**src/hdl/ggef_pkg.sv**
```systemverilog
// Shared types and constants of the gray gradient edge filter.
`default_nettype none

package ggef_pkg;

    localparam int DEFAULT_MAX_WIDTH = 2048;
    localparam int QUEUE_DEPTH = 4;

    localparam int CFG_INDEX_W = 1;
    localparam int CFG_DATA_W = 12;
    localparam int ROW_WIDTH_W = 12;

    localparam logic [CFG_INDEX_W-1:0] REG_GRADIENT_MODE = 1'b0;
    localparam logic [CFG_INDEX_W-1:0] REG_ROW_WIDTH = 1'b1;

    localparam logic [ROW_WIDTH_W-1:0] ROW_WIDTH_RESET = 12'd512;
    localparam logic [7:0] LEVEL_MAX = 8'd255;

    typedef enum logic [1:0] {
        MODE_HORIZONTAL = 2'd0,
        MODE_VERTICAL = 2'd1,
        MODE_EUCLIDEAN = 2'd2,
        MODE_SUM = 2'd3
    } gradient_mode_t;

    localparam gradient_mode_t GRADIENT_MODE_RESET = MODE_SUM;

    typedef enum logic {
        BACK_IDLE = 1'b0,
        BACK_ROOT = 1'b1
    } back_state_t;

    typedef struct packed {
        logic [7:0] ax;
        logic [7:0] ay;
        logic [7:0] alpha;
    } grad_entry_t;

    typedef struct packed {
        logic full;
        logic empty;
    } queue_status_t;

endpackage

`default_nettype wire

```
**src/hdl/ggef_queue.sv**
```systemverilog
// Short FIFO of gradient magnitudes between the front end and the back end.
`default_nettype none

module ggef_queue (
    input  logic                    clk,
    input  logic                    rst_n,
    input  logic                    push,
    input  ggef_pkg::grad_entry_t   push_entry,
    input  logic                    pop,
    output ggef_pkg::grad_entry_t   pop_entry,
    output ggef_pkg::queue_status_t status
);

    import ggef_pkg::*;

    localparam int PTR_W = $clog2(QUEUE_DEPTH);

    grad_entry_t      entries_reg [QUEUE_DEPTH];
    logic [PTR_W-1:0] wr_ptr_reg;
    logic [PTR_W-1:0] rd_ptr_reg;
    logic [PTR_W:0]   count_reg;
    logic [PTR_W:0]   count_next;

    assign status.full = count_reg == (PTR_W + 1)'(QUEUE_DEPTH);
    assign status.empty = count_reg == '0;
    assign pop_entry = entries_reg[rd_ptr_reg];

    always_comb
    begin
        unique case ({push, pop})
            2'b10:
            begin
                count_next = count_reg + (PTR_W + 1)'(1);
            end
            2'b01:
            begin
                count_next = count_reg - (PTR_W + 1)'(1);
            end
            default:
            begin
                count_next = count_reg;
            end
        endcase
    end

    always_ff @(posedge clk or negedge rst_n)
    begin
        if (!rst_n)
        begin
            wr_ptr_reg <= '0;
            rd_ptr_reg <= '0;
            count_reg <= '0;
        end
        else
        begin
            count_reg <= count_next;
            if (push)
            begin
                wr_ptr_reg <= wr_ptr_reg + PTR_W'(1);
            end
            if (pop)
            begin
                rd_ptr_reg <= rd_ptr_reg + PTR_W'(1);
            end
        end
    end

    always_ff @(posedge clk)
    begin
        if (push)
        begin
            entries_reg[wr_ptr_reg] <= push_entry;
        end
    end

endmodule

`default_nettype wire

```
**config.mk**
```make
export PLATFORM = sky130hd
export DESIGN_NAME = ggef_queue
export DESIGN_NICKNAME = d
export VERILOG_FILES = /design/src/hdl/ggef_pkg.sv /design/src/hdl/ggef_queue.sv
export SDC_FILE = /design/constraint.sdc
export NUM_CORES = 1
export LEC_CHECK = 0
export ABC_AREA = 1
export CAP_MARGIN = 20
export CORE_MARGIN = 5
export CORE_UTILIZATION = 32
export DETAILED_ROUTE_END_ITERATION = 8
export DONT_BUFFER_PORTS = 1
export MAX_ROUTING_LAYER = met4
export PLACE_DENSITY = 0.49
export SYNTH_ARGS = -nofsm -noshare
export SYNTH_HDL_FRONTEND = slang
export SYNTH_SLANG_ARGS = --single-unit
```
**constraint.sdc**
```tcl
create_clock -name clk -period 2.8 [get_ports clk]
set_input_delay 0.56 -clock clk [delete_from_list [all_inputs] [get_ports clk]]
set_output_delay 0.56 -clock clk [all_outputs]
set_load 0.01 [all_outputs]
```
; ---- Word level (Yosys, flattened, before mapping)
; Memory sizes are Yosys's and may differ from the RTL's.
; Cells that the tools add are included.
[totals]
register_bits = 7
mem_bits_rw = 96
inputBits = 28
out_inout_bits = 26
word_cells = 16
memories = 1
[mem_list]
columns = name, words, word_bits, rd, rd_ports_with_merged_regs, write_ports, line_no
row1 = entries_reg, 4, 24, 1, 0, 1, ggef_queue.sv:18  ; grad_entry_t entries_reg [QUEUE_DEPTH];
[classes]
addsub = 4
n_eq_ne = 3
mux = 3
reduce_logical = 2
[ops]
columns = operator, n
row1 = $pmux 3 s2, 1
row2 = $add 2x1->2 const B, 2
row3 = $add 3x1->3 const B, 1
row4 = $eq 3x3->1 const B, 1
row5 = $logic_not 3->1, 1
row6 = $sub 3x1->3 const B, 1
row7 = $eq 2x1->1 const B, 1
row8 = $eq 2x2->1 const B, 1
row9 = $mux 1, 2
row10 = $reduce_bool 2->1, 1

; ---- Longest topological paths before layout
[depth]
word_depth = 2
ltp_mapped = 10
mapped_depth_nobuf = 9

; ---- Worst setup path before layout
; OpenSTA, ideal clock, no wires.
[synth_timing]
kind = input -> register
start = in push
end = reg count_reg[1]
setup_time_ns = 0.083
arrival_time_ns = 1.654
t_required_ns = 2.717
setup_slack_ns = 1.064
stages = 6
path_buffers = 1
path_cell_list = clkbuf_1 inv_1 ha_1 inv_1 fa_1 o21ai_0
[synth_between]
elab_chain_len = 2
elab_cells_between_ends = 4
classes_between = 2 x eq/ne / 1 x mux / 1 x reduce/logical
[synth_rtl]
columns = item, line_no
row1 = from (decl), ggef_queue.sv:7  ; input logic push,
row2 = $eq 2x1->1 / $eq 2x2->1 (equally long branches), ggef_queue.sv:30  ; unique case ({push, pop})
row3 = $pmux 3 s2 / $reduce_bool 2->1 (equally long branches), -
row4 = to (signal assigned), ggef_queue.sv:56  ; count_reg <= count_next;
row5 = to (decl), ggef_queue.sv:21  ; logic [PTR_W:0] count_reg;
; Several ways; a longest one is shown, not always the timed one.
; A chain may end at the register's enable or synchronous reset.

==> metrics.md <==
| Metric | Value |
|---|---|
| Status | `finished clean` |
| Worst Setup Slack, final | `522 ps` |
| RSZ-0062 raised after global routing | `no` |
| R2R depth | `4` |
| Vias in the first global route | `2,354` |
| CTS sink cnt | `103` |
| DP HPWL | `5170 um` |
| Reg2reg end | `entries_reg[3][2]` |
| Setup-failing EPs final | `0` |
| Critical path startpoint | `rd_ptr_reg[0]` |
| Sequential fraction of the synthesis area | `70.7%` |
| Syn-to-layout area delta | `11.5%` |
| Commonest cells in the synthesized netlist | `96 x edfxtp_1, 83 x nand2_1, 61 x inv_1` |
| Total Routed Length | `8080 um` |
| Row cnt | `42` |
| EDFF count, synth | `96` |
| PD cells | `1020 nW/um^2` |
| Worst IR drop on VDD | `0.393 mV` |
| WS Path Type | `register to output pin` |
| Yosys cell types | `19` |
| Post-layout minimum cycle time | `2280 ps` |
| Hold Crit Class | `input port to register` |
| Wirelength per Cell | `15.7 um` |
| First-pass DRT Iterations | `4` |
| Yosys Warn Count | `0` |
| R2r setup slk | `1110 ps` |
| Clock skew | `3.75 ps` |
| Hold path endpoint | `wr_ptr_reg[0]` |
| TritonCTS Buffers | `9` |
| CTS Buffer Depth | `2` |
| Multi-input logic area | `916 sq um` |
| Detail Route Antenna Nets | `0` |
| Mapped Cells | `329` |
| Layout cells sized above 1 | `13.3%` |
| Slew headroom | `50.8%` |
| Grt total ovfl | `0` |
| Drt drc | `0` |
| Largest net degree at the start of global routing | `45` |
| Final estimated routing congestion in global placement | `0.706` |
| Antenna Cells | `0` |
| Total power | `4.92 mW` |
| Vias per std cell | `4.41` |
| Via count | `2,269` |
| MaxCap Viol Count | `0` |
| Filler cells | `1,292` |
| # H-tree levels | `3` |
| Gr usage total | `11.1%` |
| DIE AREA | `15,900 sq um` |
| #FFs+latches synth | `103` |
| Avg Cell Area, Syn | `13.1 sq um` |
| Final Hold Fails | `0` |
| Slew @ Worst Pin | `737 ps` |
| Net Count, Synth | `363` |
| Worst-Skew Late Latency | `340 ps` |
| Yosys top cell by area | `edfxtp_1` |
| Most frequent cell after synthesis | `edfxtp_1` |
| Yosys top cell area share | `66.7%` |
| Final TNS setup | `0 ps` |
| Cells on Worst Hold Path | `1` |
| Setup WS pre-CTS | `862 ps` |
| Min-delay src | `push` |
| Reg area | `3060 sq um` |
| Die width | `126 um` |
| Post-CTS sizing | `0` |
| Fmax | `439 MHz` |
| Leakage power | `1.89 nW` |
| Worst-path clk slew | `70 ps` |
| Cell Area, Synth | `4320 sq um` |
| First-pass GRT wire length | `12,900 um` |
| CP arrival | `1720 ps` |
| # IOs | `54` |
| Worst endpoint required time | `2240 ps` |
| Type of origin of the critical path | `register` |
| Chip Height | `126 um` |
| Final period util | `81.3%` |
| Crit-path max FO | `44` |
| Clk root buf | `clkbuf_16` |
| Synth area leaders | `edfxtp_1 67%, nand2_1 7.2%, o211ai_2 5.5%, inv_1 5.3%, o211ai_1 5.0%` |
| Final net count | `368` |
| CTS tree | `done` |
| Core Box Area | `13,200 sq um` |
| Ys flop type | `edfxtp_1` |
| Asr flop ratio synth | `6.80%` |
| DRT iter0 DRCs | `112` |
| Max-slew violations | `0` |
| Port bufs | `0` |
| Critical path endpoint category | `output pin` |
| Initial antenna violation count | `0` |
| Max FFs per register | `96` |
| Initial Util | `32.6%` |
| Critical R2R Launch | `wr_ptr_reg[0]` |
## cells in the final DEF (no fill, tap or decap)
cell type,instances
clkinv_1,2
fa_1,1
ha_1,5
clkbuf_16,9
o211ai_1,29
clkinvlp_4,1
buf_12,1
o21ai_0,2
inv_1,61
nand2_1,83
nor3_1,2
buf_4,9
xor2_1,3
nand4_1,1
dlygate4sd3_1,1
bufinv_16,1
clkinv_4,1
clkinv_2,2
dfrtp_4,1
xnor2_1,1
o211ai_2,19
dfrtp_1,6
edfxtp_1,96
nand3_1,1
inv_4,1
## repair_timing
action                                 4_1_cts  5_1_grt
setup endpoints to repair                    0        0
endpoints found under the hold margin        7        0
setup buffers                                0        0
hold buffers                                 1        0
## per-layer routing
layer / wire (um) / up-vias / GRT usage (%)
met5: 0 / - / -
met4: 174 / 0 / 4.92
met3: 714 / 15 / 5.33
met2: 3810 / 44 / 16.9
met1: 3380 / 1077 / 12.5
li1: - / 1133 / -
## report_power, final
part	total, mW	switching, mW	leakage, nW	internal [mW]
logic	1.44	0.984	0.788	0.459
registers	2.26	0.231	0.964	2.03
clock network	1.21	0.528	0.140	0.685
total	4.92	1.74	1.89	3.17
## critical path, cell delays in order (launching register included)
cell      delay, ps
dfrtp_4         740
buf_4           330
nand2_1          80
o211ai_1         90
nand2_1         130
## metrics by stage
stage | cells | hold slack, ps | utilization, % | cell area, sq um
6_report | 515 | 300 | 36.4 | 4820
5_1_grt | 515 | 287 | 36.4 | 4820
4_1_cts | 515 | 289 | 36.4 | 4820
3_5_place_dp | 498 | 265 | 34.1 | 4520
3_3_place_gp | 498 | 265 | 34.1 | 4520
2_1_floorplan | 329 | 264 | - | 4320
## area by class of cell
type | count | area share, %
flip-flops and latches | 103 | 63.5
multi-input cells | 147 | 19.0
inverters | 62 | 4.88
clock buffers | 9 | 4.67
well taps | 176 | 4.57
repair buffers | 11 | 2.02
clock inverters | 7 | 1.32
## how the worst max path moves through the flow
stage                              end  cells after the start  slack (ps)
after floorplan           count_reg[1]                      6        1060
after global placement    pop_entry[7]                      4         860
after detailed placement  pop_entry[7]                      4         860
after CTS                 pop_entry[7]                      4         490
after global routing      pop_entry[3]                      4         350
final                     pop_entry[7]                      4         520
## logic make-up after synthesis
logic type,after synthesis,synth area share [%]
and+or+nand+nor,87,7.70
xor gates and xnor gates,4,0.811
DFF,103,70.7
AOI/OAI and AO/OA,50,10.8
buffers and inverters,79,8.08
adders and majority gates,6,1.91
(Power assumes the default switching activity.)
