$ cat config.mk
export PLATFORM = sky130hd
export DESIGN_NAME = ggef_back
export DESIGN_NICKNAME = d
export VERILOG_FILES = /design/src/hdl/ggef_pkg.sv /design/src/hdl/ggef_back.sv
export SDC_FILE = /design/constraint.sdc
export NUM_CORES = 1
export LEC_CHECK = 0
export CORE_MARGIN = 1.5
export CORE_UTILIZATION = 40
export DETAILED_ROUTE_END_ITERATION = 12
export DONT_BUFFER_PORTS = 1
export PLACE_DENSITY = 0.55
export SLEW_MARGIN = 25
export SYNTH_ARGS = -nofsm -noshare
export SYNTH_HDL_FRONTEND = slang
export SYNTH_SLANG_ARGS = --single-unit
$ cat constraint.sdc
create_clock -name clk -period 4.5 [get_ports clk]
set_input_delay 0.9 -clock clk [delete_from_list [all_inputs] [get_ports clk]]
set_output_delay 0.9 -clock clk [all_outputs]
set_load 0.005 [all_outputs]
$ cat src/hdl/ggef_pkg.sv
// Shared types and constants of the gray gradient edge filter.
`default_nettype none

package ggef_pkg;

    localparam int DEFAULT_MAX_WIDTH = 2048;
    localparam int QUEUE_DEPTH = 4;

    localparam int CFG_INDEX_W = 1;
    localparam int CFG_DATA_W = 12;
    localparam int ROW_WIDTH_W = 12;

    localparam logic [CFG_INDEX_W-1:0] REG_GRADIENT_MODE = 1'b0;
    localparam logic [CFG_INDEX_W-1:0] REG_ROW_WIDTH = 1'b1;

    localparam logic [ROW_WIDTH_W-1:0] ROW_WIDTH_RESET = 12'd512;
    localparam logic [7:0] LEVEL_MAX = 8'd255;

    typedef enum logic [1:0] {
        MODE_HORIZONTAL = 2'd0,
        MODE_VERTICAL = 2'd1,
        MODE_EUCLIDEAN = 2'd2,
        MODE_SUM = 2'd3
    } gradient_mode_t;

    localparam gradient_mode_t GRADIENT_MODE_RESET = MODE_SUM;

    typedef enum logic {
        BACK_IDLE = 1'b0,
        BACK_ROOT = 1'b1
    } back_state_t;

    typedef struct packed {
        logic [7:0] ax;
        logic [7:0] ay;
        logic [7:0] alpha;
    } grad_entry_t;

    typedef struct packed {
        logic full;
        logic empty;
    } queue_status_t;

endpackage

`default_nettype wire

$ cat src/hdl/ggef_back.sv
// Back end: gradient selection, iterative square root, clamping and the result register.
`default_nettype none

module ggef_back (
    input  logic                     clk,
    input  logic                     rst_n,
    input  ggef_pkg::gradient_mode_t gradient_mode,
    input  ggef_pkg::queue_status_t  q_status,
    input  ggef_pkg::grad_entry_t    pop_entry,
    output logic                     pop,
    output logic                     result_valid,
    input  logic                     result_stall,
    output logic [7:0]               edge_level,
    output logic [7:0]               alpha_out
);

    import ggef_pkg::*;

    localparam logic [16:0] ROOT_BIT_START = 17'h10000;

    back_state_t state_reg;
    back_state_t state_next;

    logic [16:0] n_reg;
    logic [16:0] root_reg;
    logic [16:0] bit_reg;
    logic [7:0]  alpha_hold_reg;
    logic        out_valid_reg;
    logic        out_valid_next;
    logic [7:0]  level_reg;
    logic [7:0]  alpha_out_reg;

    logic        out_free;
    logic        last_step;
    logic        load_root;
    logic        emit_direct;
    logic        emit_root;
    logic        root_step_en;
    logic [16:0] square_sum;
    logic [17:0] trial;
    logic        take;
    logic [16:0] n_step;
    logic [16:0] root_step;
    logic [8:0]  abs_sum;
    logic [7:0]  direct_level;
    logic [7:0]  root_level;

    assign out_free = !out_valid_reg || !result_stall;
    assign last_step = bit_reg[0];

    always_comb
    begin
        state_next = state_reg;
        unique case (state_reg)
            BACK_IDLE:
            begin
                if (!q_status.empty && out_free && gradient_mode == MODE_EUCLIDEAN)
                begin
                    state_next = BACK_ROOT;
                end
            end
            BACK_ROOT:
            begin
                if (last_step && out_free)
                begin
                    state_next = BACK_IDLE;
                end
            end
        endcase
    end

    always_comb
    begin
        pop = 1'b0;
        load_root = 1'b0;
        emit_direct = 1'b0;
        emit_root = 1'b0;
        root_step_en = 1'b0;
        unique case (state_reg)
            BACK_IDLE:
            begin
                pop = !q_status.empty && out_free;
                load_root = pop && gradient_mode == MODE_EUCLIDEAN;
                emit_direct = pop && gradient_mode != MODE_EUCLIDEAN;
            end
            BACK_ROOT:
            begin
                root_step_en = !last_step || out_free;
                emit_root = last_step && out_free;
            end
        endcase
    end

    assign square_sum = 17'(16'(pop_entry.ax) * 16'(pop_entry.ax))
                      + 17'(16'(pop_entry.ay) * 16'(pop_entry.ay));

    assign trial = 18'(root_reg) + 18'(bit_reg);
    assign take = 18'(n_reg) >= trial;
    assign n_step = take ? (n_reg - trial[16:0]) : n_reg;
    assign root_step = take ? ((root_reg >> 1) + bit_reg) : (root_reg >> 1);
    assign root_level = (root_step[16:8] != '0) ? LEVEL_MAX : root_step[7:0];

    assign abs_sum = 9'(pop_entry.ax) + 9'(pop_entry.ay);

    always_comb
    begin
        unique case (gradient_mode)
            MODE_HORIZONTAL:
            begin
                direct_level = pop_entry.ax;
            end
            MODE_VERTICAL:
            begin
                direct_level = pop_entry.ay;
            end
            MODE_EUCLIDEAN:
            begin
                direct_level = '0;
            end
            MODE_SUM:
            begin
                direct_level = abs_sum[8] ? LEVEL_MAX : abs_sum[7:0];
            end
        endcase
    end

    always_comb
    begin
        priority if (emit_direct || emit_root)
        begin
            out_valid_next = 1'b1;
        end
        else if (!result_stall)
        begin
            out_valid_next = 1'b0;
        end
        else
        begin
            out_valid_next = out_valid_reg;
        end
    end

    always_ff @(posedge clk or negedge rst_n)
    begin
        if (!rst_n)
        begin
            state_reg <= BACK_IDLE;
            out_valid_reg <= 1'b0;
        end
        else
        begin
            state_reg <= state_next;
            out_valid_reg <= out_valid_next;
        end
    end

    always_ff @(posedge clk)
    begin
        if (load_root)
        begin
            n_reg <= square_sum;
            root_reg <= '0;
            bit_reg <= ROOT_BIT_START;
            alpha_hold_reg <= pop_entry.alpha;
        end
        else if (root_step_en)
        begin
            n_reg <= n_step;
            root_reg <= root_step;
            bit_reg <= bit_reg >> 2;
        end
        if (emit_direct)
        begin
            level_reg <= direct_level;
            alpha_out_reg <= pop_entry.alpha;
        end
        else if (emit_root)
        begin
            level_reg <= root_level;
            alpha_out_reg <= alpha_hold_reg;
        end
    end

    assign result_valid = out_valid_reg;
    assign edge_level = level_reg;
    assign alpha_out = alpha_out_reg;

endmodule

`default_nettype wire

After elaboration in Yosys (flattened, before gate mapping):

Cells that the tools add are included.

* register bits after elaboration: 69
* input port bits: 31
* output and inout bits: 18

* $add $sub $neg: 5
* multipliers: 2
* order comparisons: 1
* equality and inequality tests: 5
* muxes and demuxes: 21
* bitwise operators: 1
* reductions and logical operators: 17

Operator list (count)
* $mux W17: 4
* $mux W8: 6
* $mul A8 B8 Y16: 2
* $pmux W8 S4: 1
* $add A17 B17 Y18: 1
* $ge A17 B18 Y1: 1
* $add A16 B16 Y17: 1
* $add A16 B17 Y17: 1
* $sub A17 B17 Y17: 1
* $add A8 B8 Y9: 1
* $mux W1: 9
* $reduce_bool A9 Y1: 1
* $reduce_bool A2 Y1: 3
* $eq A2 B2 Y1 const B: 2
* $logic_and A1 B1 Y1: 4
* $logic_not A1 Y1: 4
* $logic_or A1 B1 Y1: 3
* $eq A2 B1 Y1 const B: 1
* $logic_not A2 Y1: 1
* $ne A2 B1 Y1 const B: 1
* $ne A2 B2 Y1 const B: 1
* $pmux W1 S2: 1
* $reduce_and A2 Y1: 1
* $not A1 Y1: 1

Longest topological paths before layout:

* depth after elaboration: 7
* mapped depth: 22
* depth with buffers taken out: 21

Worst setup path before layout:

OpenSTA, ideal clock, no wires.

* kind: input -> register
* from: input pop_entry[17] (netlist name)
* to: register n_reg[15], data pin
* arrival: 6.204 ns
* required time: 4.235 ns
* path slack: -1.969 ns
* stages: 19
* buffers on the path: 1
* cell sequence: clkbuf_1 > nand2_1 > fa_1 > fa_1 > inv_1 > fa_1 > fa_1 > fa_1 > inv_1 > fa_1 > inv_1 > ha_1 > a21o_1 > a2111oi_0 > nor3_1 > a41o_1 > o41ai_1 > xor2_1 > mux2i_1

* cells in the longest elaborated chain, start to end: 3

RTL lines
* start, declared: RTL line ggef_back.sv:9 `input ggef_pkg::grad_entry_t pop_entry,`
* $mul A8 B8 Y16: RTL line ggef_back.sv:94 `assign square_sum = 17'(16'(pop_entry.ax) * 16'(pop_entry.ax))`
* $add A16 B16 Y17: RTL line ggef_back.sv:95 `+ 17'(16'(pop_entry.ay) * 16'(pop_entry.ay));`
* $mux W17: RTL line ggef_back.sv:159 `if (load_root)`
* end signal, assigned: RTL line ggef_back.sv:161 `n_reg <= square_sum;`
* end signal, assigned: RTL line ggef_back.sv:168 `n_reg <= n_step;`
* end, declared: RTL line ggef_back.sv:24 `logic [16:0] n_reg;`

Every way passes these cells.
A chain may end at the register's enable or synchronous reset.

Final worst setup path:

* from: input pop_entry[11] (netlist name)
* to: register n_reg[15], data pin

* cells in the longest elaborated chain, start to end: 3

RTL lines (RTL line)
* $mul A8 B8 Y16: ggef_back.sv:95
* $add A16 B16 Y17: ggef_back.sv:95
* $mux W17: ggef_back.sv:159

Every way passes these cells.

==> impl_metrics.py <==
metrics = {
    "clock_tree": {
        "cts_tree": "built",
        "cts_root_buffer": "clkbuf_16",
        "cts.clk_slew.worst_paths_ns": 0.06,
        "numCtsBuffers": 9,
        "htree_levels": 3,
        "clk_path_buf_depth": 2,
        "cts_sinks": 69,
        "insertion_delay_ns": 0.34,
        "hold_buffers": 0,
    },
    "outcome": {
        "violations": "setup timing",
        "status": "finished with violations",
    },
    "sta": {
        "tightest_slew_ns": 0.845,
        "rsz0062_at_grt": "yes",
        "hold_ws_ns": 0.249,
        "timing.final.ws_setup_ns": -1.06,
        "setup_violations": 11,
        "fin_worst_skew_ns": 0.00796,
        "slew_viol_final": 0,
        "finalCritPeriodShare_pct": 124,
        "hold_viol_final": 0,
        "period_needed_ns": 5.56,
        "max_clock_freq_ghz": 0.180,
        "slew_headroom_pct": 43.6,
    },
    "final_layout": {
        "layout.cells.non_filler": 1277,
        "area_growth_pct": 18.4,
        "stdcell_area_um2": 10100,
        "layout_common_cells": "109 x inv_1, 90 x nand2_1, 88 x ha_1",
        "drive_above_1_share_pct": 19.7,
        "final_common_cell": "inv_1",
        "antennaDiodeCount": 0,
        "final_nets": 1205,
    },
    "worst_setup_path": {
        "cp-start-kind": "input pin",
        "critPathMaxFanout": 8,
        "path_class": "in2reg",
        "path_cells": "clkinvlp_4 -> nor2_2 -> ha_1 -> a21o_1 -> fa_2 -> ha_4 -> fa_1 -> inv_1 -> fa_1 -> fa_1 -> inv_2 -> ha_4 -> a21o_1 -> a21o_1 -> a2111oi_4 -> nor3_2 -> a41o_1 -> o41ai_2 -> xor2_1 -> mux2i_1",
        "required_ns": 4.58,
        "slowest_stage": "fa_2",
        "cp_num_buf_inv": 3,
        "slowest_delay_ns": 0.55,
        "crit_path_end_kind": "flip-flop",
        "cp_top_family": "adder cells",
        "worstPathArrival_ns": 5.65,
    },
    "synth": {
        "syn-instance-count": 936,
        "synthesis.nets": 1144,
        "synthTopCellsByArea": "fa_1 18%, ha_1 15%, edfxtp_1 14%",
        "synth_top_area_cell": "fa_1",
        "post_synth_instance_area_um2": 8540,
        "synthArstFlopShare_pct": 2.90,
        "synth_xor_area_share_pct": 6.36,
        "synthDistinctLibCells": 69,
        "ys_seq_area_share_pct": 21.1,
        "yosys.area.top_type_share_pct": 18.3,
        "synth-seq-cells": 69,
        "synth_adder_area_share_pct": 32.8,
        "synth_compound_area_share_pct": 16.0,
        "synth_edf_count": 41,
        "synth_top_family_by_area": "adder cells",
        "muxShareOfSynthArea_pct": 2.30,
        "avgSynthCellArea_um2": 9.12,
        "yosysWarnings": 0,
        "synth-simple-area-share_pct": 14.7,
        "synthFlopType": "edfxtp_1",
    },
    "placement": {
        "placed_area_um2": 9460,
        "hpwlAfterDp_mm": 16.9,
        "dp_cells": 1251,
        "port_buffers": 0,
        "globalplace.congestion": 0.831,
    },
    "detailed_routing": {
        "drt-wirelength-per-cell_um": 16.7,
        "vias": 6636,
        "first_iter_violations": 261,
        "final_antenna_net_count": 0,
        "remaining_drc_errors": 0,
        "dr.pass1.iters": 4,
        "wl_mm": 21.3,
        "vias_per_cell": 5.20,
    },
    "floorplan": {
        "row_count": 53,
        "die_w_um": 149,
        "ioPinCount": 49,
        "start_util_pct": 40.8,
        "fp.coreArea_um2": 21000,
        "die_h_um": 149,
        "die-area_um2": 22200,
    },
    "run": {
        "maxCapViolCount": 0,
    },
    "grt": {
        "grt_usage_pct": 20.0,
        "grt_pass1_wl_mm": 34.6,
        "antenna_found_initial": 0,
        "overflow": 0,
        "grt_pass1_vias": 6646,
        "grt_start_max_net_pins": 53,
    },
    "min_path": {
        "hold_class": "in2async",
    },
}
==> layer usage <==
metal  vias to the layer above  wire length, µm  share of wire [%]  track usage [%]
met2                        98            10200                 48             33.7
met5                         -                0                  0                0
li1                       3348                -                  -                -
met3                        22              738                3.5             3.06
met1                      3168            10000                 47             27.0
met4                         0              309                1.5             4.50
==> cell usage after synthesis (4+ instances only) <==
cell	instances
a32oi_1	9
inv_1	119
a31oi_1	9
nor2b_1	11
o21bai_1	7
xnor2_1	30
nand4_1	7
and4_1	4
a21o_1	10
or3_1	7
and2_1	33
nand2_1	93
a211oi_1	13
edfxtp_1	41
mux2_2	13
dfxtp_1	26
a31o_2	5
xor2_1	32
mux2i_1	5
o21a_1	6
a21oi_1	53
a31o_1	4
o22ai_1	7
nand3_1	15
nand2b_1	7
fa_1	78
nor2_1	53
o211ai_1	4
o41ai_1	4
or2_2	4
o21ai_0	36
ha_1	99
nor3_1	15
clkbuf_1	25
==> worst paths after layout <==
| kind | from | endpoint | slack, ns | cells after the start |
|---|---|---|---|---|
| setup / recovery | pop_entry[11] | n_reg[15] | -1.06 | 20 |
| hold / removal | rst_n | result_valid | 0.25 | 0 |
| setup reg to reg | root_reg[0] | edge_level[1] | 0.16 | 17 |
| hold reg to reg | bit_reg[16] | bit_reg[16] | 0.50 | 2 |
| max in group asynchronous | rst_n | state_reg | 4.19 | 0 |
| min in group clk | bit_reg[16] | bit_reg[16] | 0.50 | 2 |
==> cells by family (layout without fill, tap and decap cells) <==
logic type	count (synthesis)	in the layout
AO/OA/AOI/OAI	198	198
XOR/XNOR	62	62
adder cells (fa/ha/maj)	177	177
buffers and inverters	152	218
flip-flops	69	69
multiplexers	18	18
AND/OR/NAND/NOR	260	260
==> through the flow <==
step / util (%) / setup WS (ns) / setup TNS, ns
after global routing: 48.2 / -1.24 / -9.86
after floorplan: - / -1.43 / -10.66
after CTS: 47.3 / -1.06 / -7.92
after detailed placement: 45.1 / -1.52 / -12.73
final: 48.2 / -1.06 / -8.24
after global placement: 45.1 / -1.48 / -12.52
==> layout make-up <==
| type | count | area (µm²) |
|---|---|---|
| inverters | 120 | 465 |
| clock buffers | 9 | 225 |
| flip-flops and latches | 69 | 1800 |
| multi-input cells | 715 | 6530 |
| repair buffers | 82 | 666 |
| clock inverters | 7 | 82.6 |
| fillers | 2104 | 10800 |
| well taps | 275 | 344 |
==> what timing repair did <==
item	CTS	global route
pin swaps	26	26
buffers inserted	5	7
endpoints found under the setup margin	19	40
endpoints found under the hold margin	0	0
gates resized for setup	27	37
Power is left out: the tool's default activity adds up to more than one toggle a clock period on the data nets, which glitch-free logic cannot reach.
